**src/sv/bfiq_pkg.sv**
```systemverilog
package bfiq_pkg;

   localparam int MaxBitsDefault   = 65536;
   localparam int MaxHashesDefault = 6;
   localparam int SeedRegs         = 6;
   localparam int ModWidth         = 32;

   localparam logic [3:0] CsrBitCount  = 4'd0;
   localparam logic [3:0] CsrHashCount = 4'd1;
   localparam logic [3:0] CsrSeedBase  = 4'd2;

   typedef struct packed {
      logic        mode;
      logic [7:0]  key_byte;
      logic        key_last;
   } req_type;

   // one finished key: final tail, length, op
   typedef struct packed {
      logic        mode;
      logic [31:0] tail_k;
      logic        tail_any;
      logic [31:0] key_length;
   } job_type;

   function automatic logic [31:0] rotl32(input logic [31:0] x, input int r);
      rotl32 = (x << r) | (x >> (32 - r));
   endfunction

endpackage

```
**src/sv/bfiq_queue.sv**
```systemverilog
module bfiq_queue #(
   parameter int MAX_HASHES = bfiq_pkg::MaxHashesDefault
) (
   input  logic                   clock,
   input  logic                   reset,
   input  logic                   in_valid,
   output logic                   in_stall,
   input  bfiq_pkg::job_type      in_job,
   input  logic [MAX_HASHES*32-1:0] in_hash,
   output logic                   out_valid,
   input  logic                   out_stall,
   output bfiq_pkg::job_type      out_job,
   output logic [MAX_HASHES*32-1:0] out_hash
);

   bfiq_pkg::job_type job_ff [2];
   logic [MAX_HASHES*32-1:0] hash_ff [2];
   logic       wp_ff, rp_ff;
   logic [1:0] cnt_ff;
   logic       push, pop;

   assign in_stall  = (cnt_ff == 2'd2);
   assign out_valid = (cnt_ff != 2'd0);
   assign push = in_valid && !in_stall;
   assign pop  = out_valid && !out_stall;
   assign out_job  = job_ff[rp_ff];
   assign out_hash = hash_ff[rp_ff];

   always_ff @(posedge clock) begin
      if (reset) begin
         wp_ff <= 1'b0; rp_ff <= 1'b0; cnt_ff <= '0;
      end else begin
         if (push) wp_ff <= !wp_ff;
         if (pop) rp_ff <= !rp_ff;
         cnt_ff <= cnt_ff + 2'(push) - 2'(pop);
      end
      if (push) begin
         job_ff[wp_ff] <= in_job;
         hash_ff[wp_ff] <= in_hash;
      end
   end

endmodule

```
**config.mk**
```make
export PLATFORM = sky130hd
export DESIGN_NAME = bfiq_queue
export DESIGN_NICKNAME = d
export VERILOG_FILES = /design/src/sv/bfiq_pkg.sv /design/src/sv/bfiq_queue.sv
export SDC_FILE = /design/constraint.sdc
export NUM_CORES = 1
export LEC_CHECK = 0
export ABC_CLOCK_PERIOD_IN_PS = 10400
export BUFFER_PORTS_ARGS = -buffer_cell sky130_fd_sc_hd__buf_4
export CORE_MARGIN = 5
export CORE_UTILIZATION = 53
export CTS_CLUSTER_SIZE = 20
export DETAILED_ROUTE_END_ITERATION = 6
export HOLD_SLACK_MARGIN = 0.15
export PLACE_DENSITY_LB_ADDON = 0.12
export SYNTH_ARGS = -nofsm -noshare
export SYNTH_HDL_FRONTEND = slang
export SYNTH_SLANG_ARGS = --single-unit
```
**constraint.sdc**
```tcl
create_clock -name clock -period 10.4 [get_ports clock]
set_input_delay 1.56 -clock clock [delete_from_list [all_inputs] [get_ports clock]]
set_output_delay 1.56 -clock clock [all_outputs]
set_load 0.03 [all_outputs]
```
==> impl_metrics.env <==
export IMPL_power_share_switching_pct=30.9
export IMPL_syn_cell_area_um2=19700
export IMPL_fp_row_count=70
export IMPL_place_detailed_hpwl_um=30500
export IMPL_outcome="completed"
export IMPL_yosysWarnings=0
export IMPL_place_gp_congestion=0.780
export IMPL_wl_per_cell_um=23.4
export IMPL_critPathKind="register to primary output"
export IMPL_synthCells=831
export IMPL_area_sequential_um2=15600
export IMPL_crit_chain="buf_12 -> mux2_2 -> buf_4"
export IMPL_maxCapViolations=0
export IMPL_postCtsSetupRepairBufs=0
export IMPL_min_from="wp_ff"
export IMPL_seq_area_frac_synth_pct=79.2
export IMPL_worst_setup_path_end_kind="primary output"
export IMPL_hold_path_class="register to register"
export IMPL_reg2reg_slack_ns=7.05
export IMPL_fin_crit_ns=4.83
export IMPL_initial_core_util_pct=53.7
export IMPL_cts_sinks=521
export IMPL_crit_arrival_ns=3.27
export IMPL_syn_avg_cell_area_um2=23.7
export IMPL_holdPathEnd="wp_ff"
export IMPL_finalNonFillerCells=1895
export IMPL_die_h_um=203
export IMPL_first_iter_violations=569
export IMPL_clockPowerShare_pct=26.6
export IMPL_route_detailed_drc=0
export IMPL_dieWidth_um=203
export IMPL_portBuffers=521
export IMPL_relSlewSlack_pct=19.6
export IMPL_dp_cells=1798
export IMPL_final_cell_mix="527 x buf_4, 516 x edfxtp_1, 201 x mux2_4, 57 x mux2_2, 53 x clkbuf_16"
export IMPL_leakagePower_nw=9.91
export IMPL_power_net_switching_mw=2.04
export IMPL_antenna_left=0
export IMPL_grt_pass1_wl_um=64100
export IMPL_finalHoldViolCount=0
export IMPL_r2r_start="cnt_ff[0]"
export IMPL_maxSlewViolCount=0
export IMPL_pin_count=522
export IMPL_tightest_slew_ns=1.21
export IMPL_numCtsBuffers=52
export IMPL_syn2layout_area_growth_pct=29.7
export IMPL_max_stage_delay_ns=1.11
export IMPL_comb_power_share_pct=31.8
export IMPL_rsz0062_at_grt="no"
export IMPL_firstDrtPassIters=4
export IMPL_ctsHoldBuffers=0
export IMPL_cts_clk_slew_worst_paths_ns=0.06
export IMPL_clock_latency_ns=0.58
export IMPL_crit_path_max_fanout=139
export IMPL_finalSetupViolCount=0
export IMPL_antenna_found_initial=7
export IMPL_required_ns=8.84
export IMPL_ir_worst_vdd_v=0.000201
export IMPL_seqPwrFrac_pct=41.6
export IMPL_max_freq_mhz=207
export IMPL_cp_start_kind="register"
export IMPL_core_region_area_um2=36700
export IMPL_synthesis_nets=1095
export IMPL_fillers=2358
export IMPL_r2r_worst_path_cells=4
export IMPL_cts_buffer_depth=3
export IMPL_setup_tns_ns=0
export IMPL_p_per_area_nw_per_um2=258
export IMPL_root_buffer="clkbuf_16"
export IMPL_intPower_mw=4.54
export IMPL_die_area_um2=41100
export IMPL_cts_tree="done"
export IMPL_period_share_pct=46.4
export IMPL_critPathSlowestCell="dfxtp_4"
export IMPL_r2r_end="job_ff[1][49]"
export IMPL_final_common_cell="buf_4"
export IMPL_h_tree_depth=2
export IMPL_holdPathStages=2
export IMPL_route_vias_total=9657
export IMPL_synth_seq_cells=521
export IMPL_skew_ns=0.0155
export IMPL_num_nets_final=1648
export IMPL_multi_input_area_um2=3780
export IMPL_grt_pass1_vias=10400
export IMPL_drt_wl_total_um=44400
export IMPL_grt_max_degree=140
export IMPL_grt_overflow=0
export IMPL_drive_gt1_share_pct=60.3
export IMPL_viasPerCell=5.10
export IMPL_post_cts_resized=0
export IMPL_grt_use_total_pct=20.9
export IMPL_synth_cell_types=19
## critical path, delay by kind of cell, from the launching register on
kind,cells,cell delay [ns]
buf+inv,2,0.87
flops,1,1.11
mux,1,0.43
## how the worst max path moves through the flow
| stage | cells past startpoint | endpoint | startpoint | slack [ns] |
|---|---|---|---|---|
| 5_1_grt | 3 | out_job[60] | register | 5.39 |
| 6_report | 3 | out_hash[0] | register | 5.57 |
| 2_1_floorplan | 1 | hash_ff[1][0] | in_valid | 2.26 |
| 4_1_cts | 3 | out_hash[0] | register | 5.47 |
| 3_5_place_dp | 4 | hash_ff[1][65] | in_valid | 5.91 |
| 3_3_place_gp | 4 | hash_ff[1][65] | in_valid | 5.88 |
## registers in the layout, indices dropped and copies added (netlist names), named ones only
signal	cells
cnt_ff	2
rp_ff	1
wp_ff	1
job_ff	132
hash_ff	384
## kinds of logic after synthesis
logic type | after synthesis | share of synthesized area [%]
flip-flops | 521 | 79.2
multiplexers | 258 | 18.6
buffers and inverters | 34 | 1.70
AND/OR/NAND/NOR | 9 | 0.235
AO/OA/AOI/OAI | 5 | 0.127
XOR/XNOR | 2 | 0.0889
adder cells (fa/ha/maj) | 2 | 0.127
## Yosys cell counts (all sizes together)
cell	n	area share [%]
mux2	258	19
buf	29	1.6
nor2	3	0.057
inv	5	0.095
edfxtp	516	79
nor2b	1	0.032
a21oi	3	0.076
or3	2	0.063
nand2	1	0.019
o21ai	2	0.051
xnor2	1	0.044
ha	2	0.13
dfxtp	5	0.51
nand2b	1	0.032
xor2	1	0.044
and3	1	0.032
## cell type report
class | count | share of cell area [%]
sequential | 521 | 61.0
timing repair buffer | 528 | 15.6
multi-input combinational | 276 | 14.8
clock buffer | 65 | 5.37
tap | 468 | 2.29
clock inverter | 27 | 0.798
inverter | 5 | 0.103
antenna | 5 | 0.0490
## power by group through the flow
stage | registers, mW | logic (mW) | clock network, mW
finish | 2.74 | 2.09 | 1.75
global route | 2.77 | 2.18 | 1.88
floorplan | 2.79 | 1.45 | 0
global placement | 2.77 | 2.10 | 0
CTS | 2.74 | 2.11 | 1.79
detailed placement | 2.79 | 2.10 | 0
## layer usage
layer / up-vias / part of all wire (%) / wire [µm] / GRT usage [%]
li1: 4418 / - / - / -
met1: 4749 / 36 / 15800 / 23.9
met2: 393 / 49 / 21900 / 34.5
met3: 91 / 12 / 5290 / 10.3
met4: 6 / 3.1 / 1370 / 7.10
met5: - / 0.079 / 35 / 0
## through the flow
step                setup WS, ns  total power, mW  area [µm²]  hold WS [ns]  util (%)
floorplan                   2.26             4.24       19700         0.452         -
global placement            5.88             4.87       24000         0.472      65.3
detailed placement          5.91             4.89       24000         0.488      65.3
CTS                         5.47             6.64       25500         0.498      69.6
global route                5.39             6.82       25600         0.541      69.6
finish                      5.57             6.58       25600         0.506      69.6
Power figures use the tool's default switching activity.
