<file path="src/sv/bfiq_pkg.sv">
package bfiq_pkg;

   localparam int MaxBitsDefault   = 65536;
   localparam int MaxHashesDefault = 6;
   localparam int SeedRegs         = 6;
   localparam int ModWidth         = 32;

   localparam logic [3:0] CsrBitCount  = 4'd0;
   localparam logic [3:0] CsrHashCount = 4'd1;
   localparam logic [3:0] CsrSeedBase  = 4'd2;

   typedef struct packed {
      logic        mode;
      logic [7:0]  key_byte;
      logic        key_last;
   } req_type;

   // one finished key: final tail, length, op
   typedef struct packed {
      logic        mode;
      logic [31:0] tail_k;
      logic        tail_any;
      logic [31:0] key_length;
   } job_type;

   function automatic logic [31:0] rotl32(input logic [31:0] x, input int r);
      rotl32 = (x << r) | (x >> (32 - r));
   endfunction

endpackage

</file>
<file path="src/sv/bfiq_front.sv">
module bfiq_front #(
   parameter int MAX_HASHES = bfiq_pkg::MaxHashesDefault
) (
   input  logic                   clock,
   input  logic                   reset,
   input  logic                   in_valid,
   output logic                   in_stall,
   input  bfiq_pkg::req_type      in_req,
   input  logic [MAX_HASHES*32-1:0] seeds,
   output logic                   job_valid,
   input  logic                   job_stall,
   output bfiq_pkg::job_type      job,
   output logic [MAX_HASHES*32-1:0] job_hash
);

   typedef enum logic [3:0] {
      S_IDLE  = 4'b0001,
      S_MUL1  = 4'b0010,
      S_MUL2  = 4'b0100,
      S_MIX   = 4'b1000
   } state_type;

   state_type   state_ff, state_in;
   bfiq_pkg::req_type req_ff, req_in;
   logic [31:0] k_ff, k_in;
   logic [23:0] tail_ff, tail_in;
   logic [1:0]  fill_ff, fill_in;
   logic [31:0] len_ff, len_in;
   logic        first_ff, first_in;
   logic        blk_ff, blk_in;
   logic [MAX_HASHES*32-1:0] hash_ff, hash_in;
   logic        out_valid_ff, out_valid_in;
   bfiq_pkg::job_type job_ff, job_in;
   logic [MAX_HASHES*32-1:0] jh_ff, jh_in;

   assign in_stall  = (state_ff != S_IDLE) || out_valid_ff;
   assign job_valid = out_valid_ff;
   assign job       = job_ff;
   assign job_hash  = jh_ff;

   always_comb begin
      logic [MAX_HASHES*32-1:0] h;
      logic [31:0] t;
      state_in = state_ff; req_in = req_ff; k_in = k_ff; tail_in = tail_ff;
      fill_in = fill_ff; len_in = len_ff; first_in = first_ff; blk_in = blk_ff;
      hash_in = hash_ff; out_valid_in = out_valid_ff; job_in = job_ff; jh_in = jh_ff;
      t = '0;
      h = first_ff ? seeds : hash_ff;
      if (out_valid_ff && !job_stall) out_valid_in = 1'b0;
      case (state_ff)
         S_IDLE: begin
            if (in_valid && !in_stall) begin
               req_in = in_req;
               hash_in = h;
               first_in = 1'b0;
               len_in = len_ff + 32'd1;
               if (fill_ff == 2'd3) begin
                  k_in = {in_req.key_byte, tail_ff};
                  tail_in = '0; fill_in = 2'd0; blk_in = 1'b1;
               end else begin
                  tail_in = tail_ff | (24'(in_req.key_byte) << (8 * fill_ff));
                  fill_in = fill_ff + 2'd1; blk_in = 1'b0;
                  k_in = 32'(tail_in);
               end
               // the tail of a key is scrambled in the back
               state_in = blk_in ? S_MUL1 : (in_req.key_last ? S_MIX : S_IDLE);
            end
         end
         S_MUL1: begin
            k_in = bfiq_pkg::rotl32(k_ff * 32'hcc9e2d51, 15);
            state_in = S_MUL2;
         end
         S_MUL2: begin
            k_in = k_ff * 32'h1b873593;
            state_in = S_MIX;
         end
         S_MIX: begin
            if (blk_ff) begin
               for (int i = 0; i < MAX_HASHES; i++) begin
                  t = bfiq_pkg::rotl32(hash_ff[i*32 +: 32] ^ k_ff, 13);
                  hash_in[i*32 +: 32] = (t * 32'd5) + 32'he6546b64;
               end
            end
            if (req_ff.key_last) begin
               out_valid_in = 1'b1;
               job_in.mode = req_ff.mode;
               job_in.tail_k = k_ff;
               job_in.tail_any = !blk_ff;
               job_in.key_length = len_ff;
               jh_in = blk_ff ? hash_in : hash_ff;
               first_in = 1'b1; len_in = '0; tail_in = '0; fill_in = 2'd0;
            end
            state_in = S_IDLE;
         end
         default: state_in = S_IDLE;
      endcase
   end

   always_ff @(posedge clock) begin
      if (reset) begin
         state_ff <= S_IDLE; out_valid_ff <= 1'b0; first_ff <= 1'b1;
         len_ff <= '0; tail_ff <= '0; fill_ff <= '0;
      end else begin
         state_ff <= state_in; out_valid_ff <= out_valid_in; first_ff <= first_in;
         len_ff <= len_in; tail_ff <= tail_in; fill_ff <= fill_in;
      end
      req_ff <= req_in; k_ff <= k_in; blk_ff <= blk_in; hash_ff <= hash_in;
      job_ff <= job_in; jh_ff <= jh_in;
   end

endmodule

</file>
<file path="config.mk">
export PLATFORM = sky130hd
export DESIGN_NAME = bfiq_front
export DESIGN_NICKNAME = d
export VERILOG_FILES = /design/src/sv/bfiq_pkg.sv /design/src/sv/bfiq_front.sv
export SDC_FILE = /design/constraint.sdc
export NUM_CORES = 2
export LEC_CHECK = 0
export BUFFER_PORTS_ARGS = -buffer_cell sky130_fd_sc_hd__buf_2
export CAP_MARGIN = 40
export CELL_PAD_IN_SITES_DETAIL_PLACEMENT = 0
export CELL_PAD_IN_SITES_GLOBAL_PLACEMENT = 1
export CORE_UTILIZATION = 53
export CTS_CLUSTER_DIAMETER = 60
export DETAILED_ROUTE_END_ITERATION = 6
export PLACE_DENSITY_LB_ADDON = 0.1
export SETUP_SLACK_MARGIN = 0.15
export SLEW_MARGIN = 10
export SYNTH_ARGS = -nofsm -noshare
export SYNTH_HDL_FRONTEND = slang
export SYNTH_SLANG_ARGS = --single-unit
</file>
<file path="constraint.sdc">
create_clock -name clock -period 34 [get_ports clock]
set_input_delay 1.7 -clock clock [delete_from_list [all_inputs] [get_ports clock]]
set_output_delay 1.7 -clock clock [all_outputs]
set_load 0.01 [all_outputs]
</file>
==> key figures <==
Detailed routing
  – Met3 Wirelength: 11,900 um
  – Top Metal Used: met5
  – Vias: 38,700
  – Vias per inst: 5.68
  – WL met1: 76,000 um
  – Drt first-iter violations: 3,439
  – WL met2: 75,400 um
  – DRC viols: 14
  – Routed WL: 168,000 um
  – Antenna Nets Post-Route: 0
  – Routed wire per std cell: 24.7 um
  – DR pass1 iterations: 7

Run status
  – Failing checks: DRC
  – Outcome: finished with violations

STA
  – Final Hold Viols: 0
  – Setup Skew: 0.0239 ns
  – Worst hold slack: 0.429 ns
  – Final setup viols: 0
  – Worst Max-Slew Pin Slew: 1.06 ns
  – Setup TNS: 0 ns
  – Fin crit share: 22.7%
  – Max transition margin: 29.0%
  – RSZ-0062 raised after global routing: no
  – Max Fclk: 129 MHz
  – Fin crit period: 7.73 ns
  – Final Max Tran Viols: 0

Placement
  – DP HPWL: 130,000 um
  – I/O Buffers: 465
  – Routability cong.: 0.945
  – Area after DPL: 56,200 sq um

Cells and area
  – FF+latch area: 15,800 sq um
  – Filler instances: 8,525
  – Multi-input logic area: 32,900 sq um
  – Core Util, Final: 60.6%
  – Most common cell after layout, fill and taps aside: inv_1
  – Final net count: 6,781
  – Layout cells sized above 1: 16.4%
  – Final Cell Area: 58,800 sq um
  – Area Overhead vs Synth: 12.7%
  – Most frequent cells in the layout: inv_1, ha_1, edfxtp_1

Yosys
  – Sequential-to-total area share from yosys stat: 30.4%
  – Synth async-reset ratio: 0%
  – Syn nets: 6,312
  – Number of synthesized register bits: 549
  – Post-Synth XOR/XNOR Area: 8.35%
  – Mux contribution to synthesized area: 4.60%
  – Dominant cell type by area after synthesis: edfxtp_1
  – EDFF count, synth: 485
  – Synth cell types: 81
  – Primary FF master, synth: edfxtp_1
  – Synth Area in Simple Gates: 8.69%
  – Synth Area in Compound Gates: 9.43%
  – Largest family of logic cells by synthesized area: adder cells
  – Mapped Avg Cell Area: 10.4 sq um
  – Largest cells by area after synthesis: edfxtp_1, ha_1, fa_1, inv_1, mux2_2
  – Area of the mapped netlist: 52,100 sq um
  – Post-synth top area share: 27.9%
  – Post-Synth Adder-Cell Area: 32.0%
  – Mapped Cells: 5,008
  – Yosys warns: 0

Worst setup path
  – Critical Path Source Type: register
  – Critical Path Fanout Max: 23
  – Setup slack, reg-to-reg: 26.27 ns
  – Max stage delay cell, worst path: buf_4
  – CP dominant cell by count: fa_1
  – Crit path cell chain: buf_4, ha_1, xor2_1, ha_1, nor2_1, fa_1, fa_1, inv_1, fa_1, fa_1, fa_1, ha_1, ha_1, nand2_1, or3_1, o21ai_0, a21oi_1, o31ai_1, a31oi_1, xnor2_1, o221ai_1
  – Kind of critical path: register to register
  – Largest stage delay, worst path: 0.59 ns
  – Critical Path AT: 8.11 ns
  – Setup crit end kind: register
  – CP required: 34.38 ns

Clock network
  – Clk slew on worst S/H paths: 0.06 ns
  – CTS Buffer Depth: 3
  – CTS Hold Bufs: 0
  – Post-CTS resize count: 0
  – TritonCTS Buffers: 73
  – Post-CTS setup buffers: 0
  – CTS tree: done
  – H-tree levels: 3
  – Skew-Pair Late Insertion Delay: 0.66 ns
  – Clk sinks: 549
  – CTS Root Cell: clkbuf_16

Floorplan
  – Core Rows: 114
  – I/O pin count: 466
  – Overall die height: 316 um
  – Core Area: 97,000 sq um
  – Die area: 99,600 sq um
  – Die Width: 316 um
  – Initial Util: 53.7%

Job
  – MaxCap Viol Count: 0

GRT
  – Gr usage total: 33.9%
  – First-pass GRT wire length: 248,000 um
  – GRT overflow: 0
  – Initial antenna violation count: 12
  – Largest net degree at the start of global routing: 156
  – Vias in the first global route: 38,600

Worst hold path
  – Hold WC Path Type: register to register
## final timing paths
kind	from	endpoint	cells past startpoint
max	k_ff[7]	k_ff[14]	21
min	req_ff[9]	job[65]	0
max reg2reg	k_ff[7]	k_ff[14]	21
min reg2reg	req_ff[9]	job[65]	0
## registers in the layout (all words and copies together) (netlist names)
name / cells
blk_ff: 1
fill_ff: 2
first_ff: 1
hash_ff: 192
job: 66
job_hash: 192
job_valid: 1
k_ff: 32
len_ff: 32
req_ff: 2
state_ff: 4
tail_ff: 24
## cell families after synthesis
logic type               count (synthesis)
flip-flops                             549
AO/OA/AOI/OAI                          746
buffers and inverters                  902
AND/OR/NAND/NOR                       1004
XOR/XNOR                               496
multiplexers                           213
adder cells (fa/ha/maj)               1098
## critical path, delay by kind of cell, from the launching register on
| family | cells | cell delay (ns) |
|---|---|---|
| flip-flops | 1 | 0.45 |
| adder cells (fa/ha/maj) | 9 | 3.86 |
| AO/OA/AOI/OAI | 5 | 1.32 |
| buffers and inverters | 2 | 0.64 |
| XOR/XNOR | 2 | 0.74 |
| AND/OR/NAND/NOR | 3 | 0.43 |
## stage by stage
stage,worst slack (ns),std cells
global placement,26.44,6668
detailed placement,26.33,6678
global route,25.84,6814
CTS,26.31,6811
finish,26.27,6814
floorplan,22.06,5008
## cells in the mapped netlist (all sizes together) (119+ instances only)
master	count
inv	764
mux2	206
xnor2	249
o21ai	119
nor2	214
ha	704
edfxtp	485
nand2	468
xor2	247
a21oi	234
fa	394
clkbuf	127
## layer usage
layer / vias up / GRT usage (%)
met4: 12 / 9.24
met5: - / 0
li1: 18000 / -
met2: 1323 / 52.7
met1: 19200 / 49.0
met3: 221 / 5.63
## final cells by class
type / instances / share of cell area, %
clock buffers: 91 / 3.37
well taps: 1276 / 2.72
multi-input cells: 3557 / 56.0
repair buffers: 532 / 5.04
clock inverters: 42 / 0.969
flip-flops and latches: 549 / 27.0
diodes: 3 / 0.0128
inverters: 764 / 4.88
Power is not shown: default switching activity piles up to over one toggle a cycle in this logic, so the estimate is an artifact.
